===== src/hdl/float_cube_root_core_defines.svh =====
// Assertion macros shared by the cube root RTL.
// Expects signals clk and rst_n in the scope of each use.
`ifndef FLOAT_CUBE_ROOT_CORE_DEFINES_SVH
`define FLOAT_CUBE_ROOT_CORE_DEFINES_SVH

// Implication checked at every clock edge outside reset.
`define FCR_ASSERT_IMP(label, ante, cons, msg) \
    label: assert property (@(posedge clk) disable iff (!rst_n) (ante) |-> (cons)) \
        else $error(msg);

// Condition that must never be seen outside reset.
`define FCR_ASSERT_NEVER(label, cond, msg) \
    label: assert property (@(posedge clk) disable iff (!rst_n) !(cond)) \
        else $error(msg);

`endif


===== src/hdl/fcr_pkg.sv =====
// Shared constants, the sideband type and the round-and-pack function of the cube root core.
// No dependencies.
package fcr_pkg;

    localparam int EXP_W       = 12;
    localparam int FMA_LAT     = 6;
    localparam int DIV_STEPS   = 26;
    localparam int DIV_LAT     = DIV_STEPS + 2;
    localparam int SEED_LAT    = 2;
    localparam int RECIP_STEPS = 2;
    localparam int PIPE_LAT    = 2 + FMA_LAT + SEED_LAT
                                 + RECIP_STEPS * (6 * FMA_LAT + DIV_LAT)
                                 + (3 * FMA_LAT + DIV_LAT);

    localparam logic [31:0] QUIET_BIT    = 32'h0040_0000;
    localparam logic [30:0] BIAS_NORM    = 31'd709958130;
    localparam logic [30:0] BIAS_SUB     = 31'd642849266;
    localparam logic [31:0] RECIP3_MAGIC = 32'hAAAA_AAAB;
    localparam logic [31:0] F_ZERO       = 32'h0000_0000;
    localparam logic [31:0] F_ONE        = 32'h3F80_0000;
    localparam logic [31:0] F_TWO        = 32'h4000_0000;
    localparam logic [31:0] F_THIRD      = 32'h3EAA_AAAB;
    localparam logic [31:0] F_SCALE24    = 32'h4B80_0000;

    localparam logic signed [EXP_W-1:0] EXP_NIL  = 0;
    localparam logic signed [EXP_W-1:0] EXP_ONE  = 1;
    localparam logic signed [EXP_W-1:0] EXP_BIAS = 127;
    localparam logic signed [EXP_W-1:0] EXP_TOP  = 255;

    typedef struct packed {
        logic        spec;
        logic [31:0] spec_bits;
        logic [31:0] x;
        logic [31:0] t;
        logic [31:0] aux;
    } side_t;

    function automatic logic [31:0] fp_round(
        input logic                    sgn,
        input logic signed [EXP_W-1:0] expo,
        input logic [23:0]             man,
        input logic                    rnd,
        input logic                    stk
    );
        logic                    inc;
        logic [24:0]             msum;
        logic signed [EXP_W-1:0] e_r;
        logic [22:0]             frac;
        logic [31:0]             res;
        inc  = rnd & (stk | man[0]);
        msum = {1'b0, man} + {24'd0, inc};
        e_r  = msum[24] ? expo + EXP_ONE : expo;
        frac = msum[24] ? 23'd0 : msum[22:0];
        if (e_r >= EXP_TOP)
        begin
            res = {sgn, 8'hff, 23'd0};
        end
        else if (e_r <= EXP_NIL)
        begin
            res = {sgn, 31'd0};
        end
        else
        begin
            res = {sgn, e_r[7:0], frac};
        end
        return res;
    endfunction

endpackage


===== src/hdl/fcr_fma.sv =====
// Six-stage binary32 fused multiply-add, a*b+c rounded once to nearest even.
// Depends on fcr_pkg; carries a side_t word along with each transaction.
module fcr_fma import fcr_pkg::*; (
    input  logic        clk,
    input  logic        rst_n,
    input  logic        in_valid,
    input  logic [31:0] a,
    input  logic [31:0] b,
    input  logic [31:0] c,
    input  side_t       in_side,
    output logic        out_valid,
    output logic [31:0] y,
    output side_t       out_side
);

    localparam logic signed [EXP_W-1:0] PROD_OFS = 300;
    localparam logic signed [EXP_W-1:0] ADD_OFS  = 174;
    localparam logic signed [EXP_W-1:0] GRS_OFS  = 3;
    localparam logic signed [EXP_W-1:0] NORM_OFS = 178;
    localparam logic signed [EXP_W-1:0] SH_MAX   = 52;

    function automatic logic [5:0] lzc52(input logic [51:0] v);
        logic [5:0] n;
        n = 6'd52;
        for (int i = 0; i < 52; i++)
        begin
            if (v[i])
            begin
                n = 6'(51 - i);
            end
        end
        return n;
    endfunction

    logic [FMA_LAT-1:0] valid_reg;
    side_t              side_reg [FMA_LAT];

    always_ff @(posedge clk or negedge rst_n)
    begin
        if (!rst_n)
        begin
            valid_reg <= '0;
        end
        else
        begin
            valid_reg <= {valid_reg[FMA_LAT-2:0], in_valid};
        end
    end

    always_ff @(posedge clk)
    begin
        side_reg[0] <= in_side;
        for (int k = 1; k < FMA_LAT; k++)
        begin
            side_reg[k] <= side_reg[k-1];
        end
    end

    // multiply
    logic [7:0]              ea, eb, ec, eae, ebe, ece;
    logic [23:0]             ma, mb, mc;
    logic [47:0]             prod_next, prod_reg;
    logic signed [EXP_W-1:0] ep_next, ep_reg, ecl_next, ecl_reg;
    logic [23:0]             mc_reg;
    logic                    sp_reg, sc_reg;

    always_comb
    begin
        ea        = a[30:23];
        eb        = b[30:23];
        ec        = c[30:23];
        eae       = (ea == 8'd0) ? 8'd1 : ea;
        ebe       = (eb == 8'd0) ? 8'd1 : eb;
        ece       = (ec == 8'd0) ? 8'd1 : ec;
        ma        = {|ea, a[22:0]};
        mb        = {|eb, b[22:0]};
        mc        = {|ec, c[22:0]};
        prod_next = {24'd0, ma} * {24'd0, mb};
        ep_next   = $signed({4'd0, eae}) + $signed({4'd0, ebe}) - PROD_OFS;
        ecl_next  = $signed({4'd0, ece}) - ADD_OFS;
    end

    always_ff @(posedge clk)
    begin
        prod_reg <= prod_next;
        ep_reg   <= ep_next;
        ecl_reg  <= ecl_next;
        mc_reg   <= mc;
        sp_reg   <= a[31] ^ b[31];
        sc_reg   <= c[31];
    end

    // align
    logic                    pz, cz, take_p, sl_next, ss_next;
    logic [47:0]             lm, sm;
    logic signed [EXP_W-1:0] diff, dabs, el, elsb_next, elsb_reg;
    logic [5:0]              sh;
    logic [101:0]            shifted;
    logic [50:0]             lal_next, sal_next, lal_reg, sal_reg;
    logic                    sl_reg, ss_reg;

    always_comb
    begin
        pz        = (prod_reg == 48'd0);
        cz        = (mc_reg == 24'd0);
        take_p    = cz | (!pz & (ep_reg >= ecl_reg));
        diff      = ep_reg - ecl_reg;
        dabs      = take_p ? diff : -diff;
        lm        = take_p ? prod_reg : {mc_reg, 24'd0};
        sm        = take_p ? (cz ? 48'd0 : {mc_reg, 24'd0}) : prod_reg;
        el        = take_p ? ep_reg : ecl_reg;
        sl_next   = take_p ? sp_reg : sc_reg;
        ss_next   = take_p ? sc_reg : sp_reg;
        sh        = (dabs < EXP_NIL || dabs > SH_MAX) ? SH_MAX[5:0] : dabs[5:0];
        shifted   = {sm, 3'b000, 51'd0} >> sh;
        sal_next  = shifted[101:51] | {50'd0, |shifted[50:0]};
        lal_next  = {lm, 3'b000};
        elsb_next = el - GRS_OFS;
    end

    always_ff @(posedge clk)
    begin
        lal_reg  <= lal_next;
        sal_reg  <= sal_next;
        sl_reg   <= sl_next;
        ss_reg   <= ss_next;
        elsb_reg <= elsb_next;
    end

    // add
    logic [51:0]             sum_next, sum_reg;
    logic                    sg3_next, sg3_reg;
    logic signed [EXP_W-1:0] e3_reg;

    always_comb
    begin
        if (sl_reg == ss_reg)
        begin
            sum_next = {1'b0, lal_reg} + {1'b0, sal_reg};
            sg3_next = sl_reg;
        end
        else if (lal_reg >= sal_reg)
        begin
            sum_next = {1'b0, lal_reg} - {1'b0, sal_reg};
            sg3_next = sl_reg;
        end
        else
        begin
            sum_next = {1'b0, sal_reg} - {1'b0, lal_reg};
            sg3_next = ss_reg;
        end
        if (sum_next == 52'd0)
        begin
            sg3_next = sl_reg & ss_reg;
        end
    end

    always_ff @(posedge clk)
    begin
        sum_reg <= sum_next;
        sg3_reg <= sg3_next;
        e3_reg  <= elsb_reg;
    end

    // count leading zeros
    logic [51:0]             sum4_reg;
    logic [5:0]              lz_next, lz_reg;
    logic                    sg4_reg;
    logic signed [EXP_W-1:0] e4_reg;

    assign lz_next = lzc52(sum_reg);

    always_ff @(posedge clk)
    begin
        sum4_reg <= sum_reg;
        lz_reg   <= lz_next;
        sg4_reg  <= sg3_reg;
        e4_reg   <= e3_reg;
    end

    // normalize
    logic [51:0]             norm_next, norm_reg;
    logic signed [EXP_W-1:0] e5_next, e5_reg;
    logic                    zero5_reg, sg5_reg;

    assign norm_next = sum4_reg << lz_reg;
    assign e5_next   = e4_reg + NORM_OFS - $signed({6'd0, lz_reg});

    always_ff @(posedge clk)
    begin
        norm_reg  <= norm_next;
        e5_reg    <= e5_next;
        zero5_reg <= (sum4_reg == 52'd0);
        sg5_reg   <= sg4_reg;
    end

    // round
    logic [31:0] y_next, y_reg;

    assign y_next = zero5_reg ? {sg5_reg, 31'd0}
                              : fp_round(sg5_reg, e5_reg, norm_reg[51:28], norm_reg[27],
                                         |norm_reg[26:0]);

    always_ff @(posedge clk)
    begin
        y_reg <= y_next;
    end

    assign out_valid = valid_reg[FMA_LAT-1];
    assign out_side  = side_reg[FMA_LAT-1];
    assign y         = y_reg;

endmodule


===== config.mk =====
export PLATFORM = sky130hd
export DESIGN_NAME = fcr_fma
export DESIGN_NICKNAME = d
export VERILOG_FILES = /design/src/hdl/float_cube_root_core_defines.svh /design/src/hdl/fcr_pkg.sv /design/src/hdl/fcr_fma.sv
export SDC_FILE = /design/constraint.sdc
export NUM_CORES = 2
export LEC_CHECK = 0
export BUFFER_PORTS_ARGS = -buffer_cell sky130_fd_sc_hd__buf_2
export CAP_MARGIN = 20
export CORE_MARGIN = 2
export CORE_UTILIZATION = 38
export DETAILED_ROUTE_END_ITERATION = 10
export MAX_ROUTING_LAYER = met4
export SLEW_MARGIN = 20
export SYNTH_ARGS = -nofsm -noshare
export SYNTH_HDL_FRONTEND = slang
export SYNTH_SLANG_ARGS = --single-unit

===== constraint.sdc =====
create_clock -name clk -period 4.77 [get_ports clk]
set_input_delay 0.2385 -clock clk [delete_from_list [all_inputs] [get_ports clk]]
set_output_delay 0.2385 -clock clk [all_outputs]
set_load 0.05 [all_outputs]

# [Word level (Yosys, flattened, before mapping)]
# Memories as Yosys holds them, arrays and structs flattened.
# Index checks and enable logic that the tools add are counted.
[totals] ram_bits=774 n_memories=1 in_bits=228 out_inout_bits=162 register_bits=446
[op_classes] n_mux=71 reduce_logical=20 eq_ne=1 n_lt_le_gt_ge=6 bitwise_logic=7 add_sub_neg=13 mul=1 n_shift=2
[mem_list] memory="side_reg" depth=6 width=129 read_ports=6 rd_ports_with_merged_regs=0 wr=6 line="fcr_fma.sv:36" text="side_t side_reg [FMA_LAT];"
[op_table] op="$mux W48" count=3
[op_table] op="$logic_not A52 Y1" count=2
[op_table] op="$mux W52" count=2
[op_table] op="$sub A51 B51 Y52" count=2
[op_table] op="$shr A102 B6 Y102" count=1
[op_table] op="$mux W6" count=16
[op_table] op="$mux W5" count=17
[op_table] op="$mux W31" count=2
[op_table] op="$add A51 B51 Y52" count=1
[op_table] op="$shl A52 B6 Y52" count=1
[op_table] op="$ge A51 B51 Y1" count=1
[op_table] op="$or A51 B1 Y51" count=1
[op_table] op="$reduce_or A51 Y1" count=1
[op_table] op="$logic_not A48 Y1" count=1
[op_table] op="$mul A24 B24 Y48" count=1
[op_table] op="$mux W12" count=3
[op_table] op="$mux W4" count=8
[op_table] op="$reduce_or A32 Y1" count=1
[op_table] op="$reduce_or A8 Y1" count=4
[op_table] op="$reduce_or A27 Y1" count=1
[op_table] op="$add A24 B1 Y25" count=1
[op_table] op="$logic_not A24 Y1" count=1
[op_table] op="$logic_not A8 Y1" count=3
[op_table] op="$mux W3" count=8
[op_table] op="27 further kinds" count=39

# [Depth between registers and ports, before layout]
[depth] ltp_word=51 ltp_mapped=31

# [Worst setup path after synthesis]
# OpenSTA, ideal clock, no wires.
[synth_timing] path_kind="input to register" start="in a[11]" end="reg prod_reg[45]" required_ns=4.698 n_path_buf=1 setup_ns=0.072 arrival_ns=7.246 setup_slack_ns=-2.548 path_stages=31 cell_sequence="clkbuf_1 > and2_1 > fa_1 > inv_1 > fa_1 > inv_1 > fa_1 > ha_1 > inv_1 > fa_1 > inv_1 > fa_1 > inv_1 > fa_1 > inv_1 > ha_1 > a21o_1 > a21o_1 > a21o_1 > or3_1 > o211ai_1 > a31oi_1 > o21ai_0 > o21ai_0 > o21a_1 > a31o_2 > and2_1 > a31oi_1 > o21bai_1 > a21oi_1 > xnor2_1"
[synth_between] elab_chain_len=1
[synth_lines] element="start, declared" line="fcr_fma.sv:7" text="input logic [31:0] a,"
[synth_lines] element="$mul A24 B24 Y48" line="fcr_fma.sv:78" text="prod_next = {24'd0, ma} * {24'd0, mb};"
[synth_lines] element="via prod_next[45]" line="fcr_fma.sv:62" text="logic [47:0] prod_next, prod_reg;"
[synth_lines] element="end signal, assigned" line="fcr_fma.sv:85" text="prod_reg <= prod_next;"
[synth_lines] element="end, declared" line="fcr_fma.sv:62"
# The timed path passes the listed nets, and every way through them passes these cells.
# A chain may end at the register's enable or synchronous reset.

# [Worst setup path after layout]
[layout_timing] start="in b[0]" end="reg prod_reg[41]"
[layout_between] elab_chain_len=1
[layout_lines] element="start, declared" line="fcr_fma.sv:8" text="input logic [31:0] b,"
[layout_lines] element="$mul A24 B24 Y48" line="fcr_fma.sv:78"
[layout_lines] element="via prod_next[41]" line="fcr_fma.sv:62"
# The timed path passes the listed nets, and every way through them passes these cells.

==> results.md <==
- Post-Synthesis Cells: 6609
- Max FFs per register: between 700 and 800
- Critical path endpoint category: flip-flop
- Crit path kind: in2reg
- Placeable Area: roughly 170000 sq um
- Mapped cell area: 63500 sq um
- Hold EP: ep_reg[2]
- Syn-to-layout area delta: 33.0%
- First-pass GRT wire length: 293000 microns
- Hold Slack: 0.120 ns
- Top FF cell, synth: dfxtp_1
- Avg Cell Area, Syn: 9.61 sq um
- Post-Place Worst Slack: -2.54 ns
- Final-stage net count: 9275
- Max clock buf depth: 3
- Global placer's final weighted congestion: between 0.9 and 1
- Final setup vio count: 36
- CTS buffer count: 107
- Slew @ Worst Pin: 0.929 ns
- Largest area contributor in the netlist: dfxtp_1
- Clk root buf: clkbuf_16
- Clock Sinks: ~1200
- Fmax: 158 MHz
- Clk_skew: between 0.06 and 0.07 ns
- Drt first pass iters: 7
- Final hold vios: 0
- Sequential Area: approximately 24000 sq um
- Drt drc: 0
- Ports: 390
- Largest cells by area after synthesis: dfxtp_1 38%, fa_1 15%, ha_1 7.2%, nand2_1 4.5%, inv_1 4.3%
- Fin crit share: 132%
- Sequential area share after synthesis: 38.5%
- Tmin final: 6.32 ns
- DR iter-0 viols: 3024
- Hold Path Stages: 4
- Leading cell type in the layout, fill and taps excluded: dfxtp_1
- Number of synthesized flops with an enable pin: 0
- Yosys top cell area share: a little under two fifths
- Total congestion overflow: 0
- Initial Utilization: 38.1%
- HP Start: a[24]
- Chip Width: 413 microns
- Rel. slew slack: 37.9%
- Input/output buffers: 389
- RSZ-0062 raised after global routing: true
- Final Slew Violations: 0
- Max H-tree Level: 3
- Critical Path Source Type: input pin
- R2R Path End: sg3_reg
- CP max FO: 7
- Failing checks: setup timing
- Commonest cells after routing, fill and taps aside: 1200 x dfxtp_1, 1165 x buf_4, 751 x nand2_1
- Die Y: 413 microns
- FP Rows: 150
- Yosys warns: 0
- Routed length per instance: 18.2 microns
- Total Neg Setup Slack: -32.12 ns
- Vias in the first global route: around 53000
- Syn_nets: 7689
- Antenna violations before repair: 9
- Final HPWL from detailed placement: 155000 microns
- Outcome: finished with violations
- Post-synth ARST share: 0.492%
- R2R Setup Slk: -0.77 ns
- Tot GR Track Use: 22.4%
- Routed via count divided by cell count: 4.98
- Max Cap Violations: 0
- Layout cells sized above 1: between 20% and 30%
- # fillers: 15400
- Arrival @ worst endpoint: 6.96 ns
- Worst r2r path cells: 22
- Post-synth cell types: 97
- Vias: 52200
- Worst Path Required: 5.41 ns
- Die area: about 170000 sq um
- Clock slew at reported path FFs: 0.06 ns
- Clock tree from TritonCTS: yes
- Largest net degree at the start of global routing: 58
- Multi-input logic area: 37100 sq um
- Total wire length: 191000 microns
- Clock latency at the later pin of the worst-skew pair: 0.76 ns
- Hold Crit Class: in2reg
- Seq cells post-synth: 1220
- Slack of the critical path: -1.55 ns
- Number of routed nets with antenna violations: 0
- FF-to-FF Start: sal_reg[3]
## stage by stage
stage	area [sq um]	utilization [%]	std cells
after floorplan	63800	-	6609
after global placement	76000	45.6	10000
after detailed placement	76000	45.6	10000
after CTS	83100	49.9	10500
after global routing	84500	50.7	10500
final	84500	50.7	10500
## per-layer routing
metal  share of wire (%)  GRT usage (%)  vias to the layer above
li1                    -              -                    25100
met1                  42           27.3                    25300
met2                  49           38.4                     1379
met3                 4.7           2.11                      353
met4                 3.9           8.33                        0
met5                   0              -                        -
## worst max-delay path, stage by stage
cell and delay [ns]:
buf_2 0.14, buf_4 0.15, buf_4 0.15, and2_1 0.17, fa_1 0.52, fa_1 0.53, fa_1 0.57, fa_1 0.47
fa_1 0.55, inv_1 0.05, fa_1 0.48, inv_1 0.05, fa_1 0.44, ha_1 0.34, and2_1 0.17, o21ai_0 0.36
a31oi_4 0.16, o21ai_4 0.19, o21ai_2 0.09, o21a_1 0.21, a31o_2 0.21, and2_4 0.15, buf_4 0.13, nand2_1 0.05
nand2_1 0.06, a21oi_2 0.15, xnor2_1 0.13
## synthesized netlist by cell type (all sizes together) (13+ instances only)
library cell and instances:
nor3 106, clkbuf 259, and3 35, a211o 19, o21ai 220, nor2b 19
o22ai 30, o31ai 22, mux2 30, buf 75, or3 22, nand2 765
o21a 32, nand4 85, nand3 97, a31oi 53, ha 365, nor2 382
mux2i 115, a21oi 322, xnor2 109, a21o 66, o311ai 19, nor4 77
a21boi 17, o31a 14, xor2 45, inv 735, dfxtp 1214, and2 278
mux4 36, o41ai 20, fa 487, o21bai 65, a22oi 13, o211ai 43
nand2b 32, a211oi 66
## cells by family after synthesis
group / Yosys count / synth area share, %
buf+inv: 1074 / 6.49
xor+xnor: 154 / 2.12
flops: 1220 / 38.5
compound gates: 1167 / 12.1
fa+ha+maj: 852 / 22.5
mux: 181 / 3.62
simple gates: 1961 / 14.6
## worst max-delay path by stage
stage,startpoint,endpoint,slack (ns)
2_1_floorplan,b[5],prod_reg[45],-1.98
3_3_place_gp,b[3],prod_reg[45],-2.48
3_5_place_dp,b[0],prod_reg[44],-2.54
4_1_cts,a[8],prod_reg[45],-1.64
5_1_grt,b[3],prod_reg[46],-1.78
6_report,b[0],prod_reg[41],-1.55
## cell type report
type,instances,area share (%)
timing repair buffer,1811,16.2
multi-input combinational,4315,43.9
sequential,1220,29.0
inverter,740,3.29
clock inverter,56,0.827
tap,2204,3.26
antenna,2,0.00593
clock buffer,139,3.49
## repair_timing
action                                  in CTS  in global routing
setup buffers                               65                 37
gates cloned                                 3                  3
hold buffers                               180                  0
endpoints found under the setup margin      70                 92
pin swaps                                  113                105
gates resized for setup                    281                216
endpoints found under the hold margin      176                  0
Power is not shown: default switching activity piles up to over one toggle a cycle in this logic, so the estimate is an artifact.
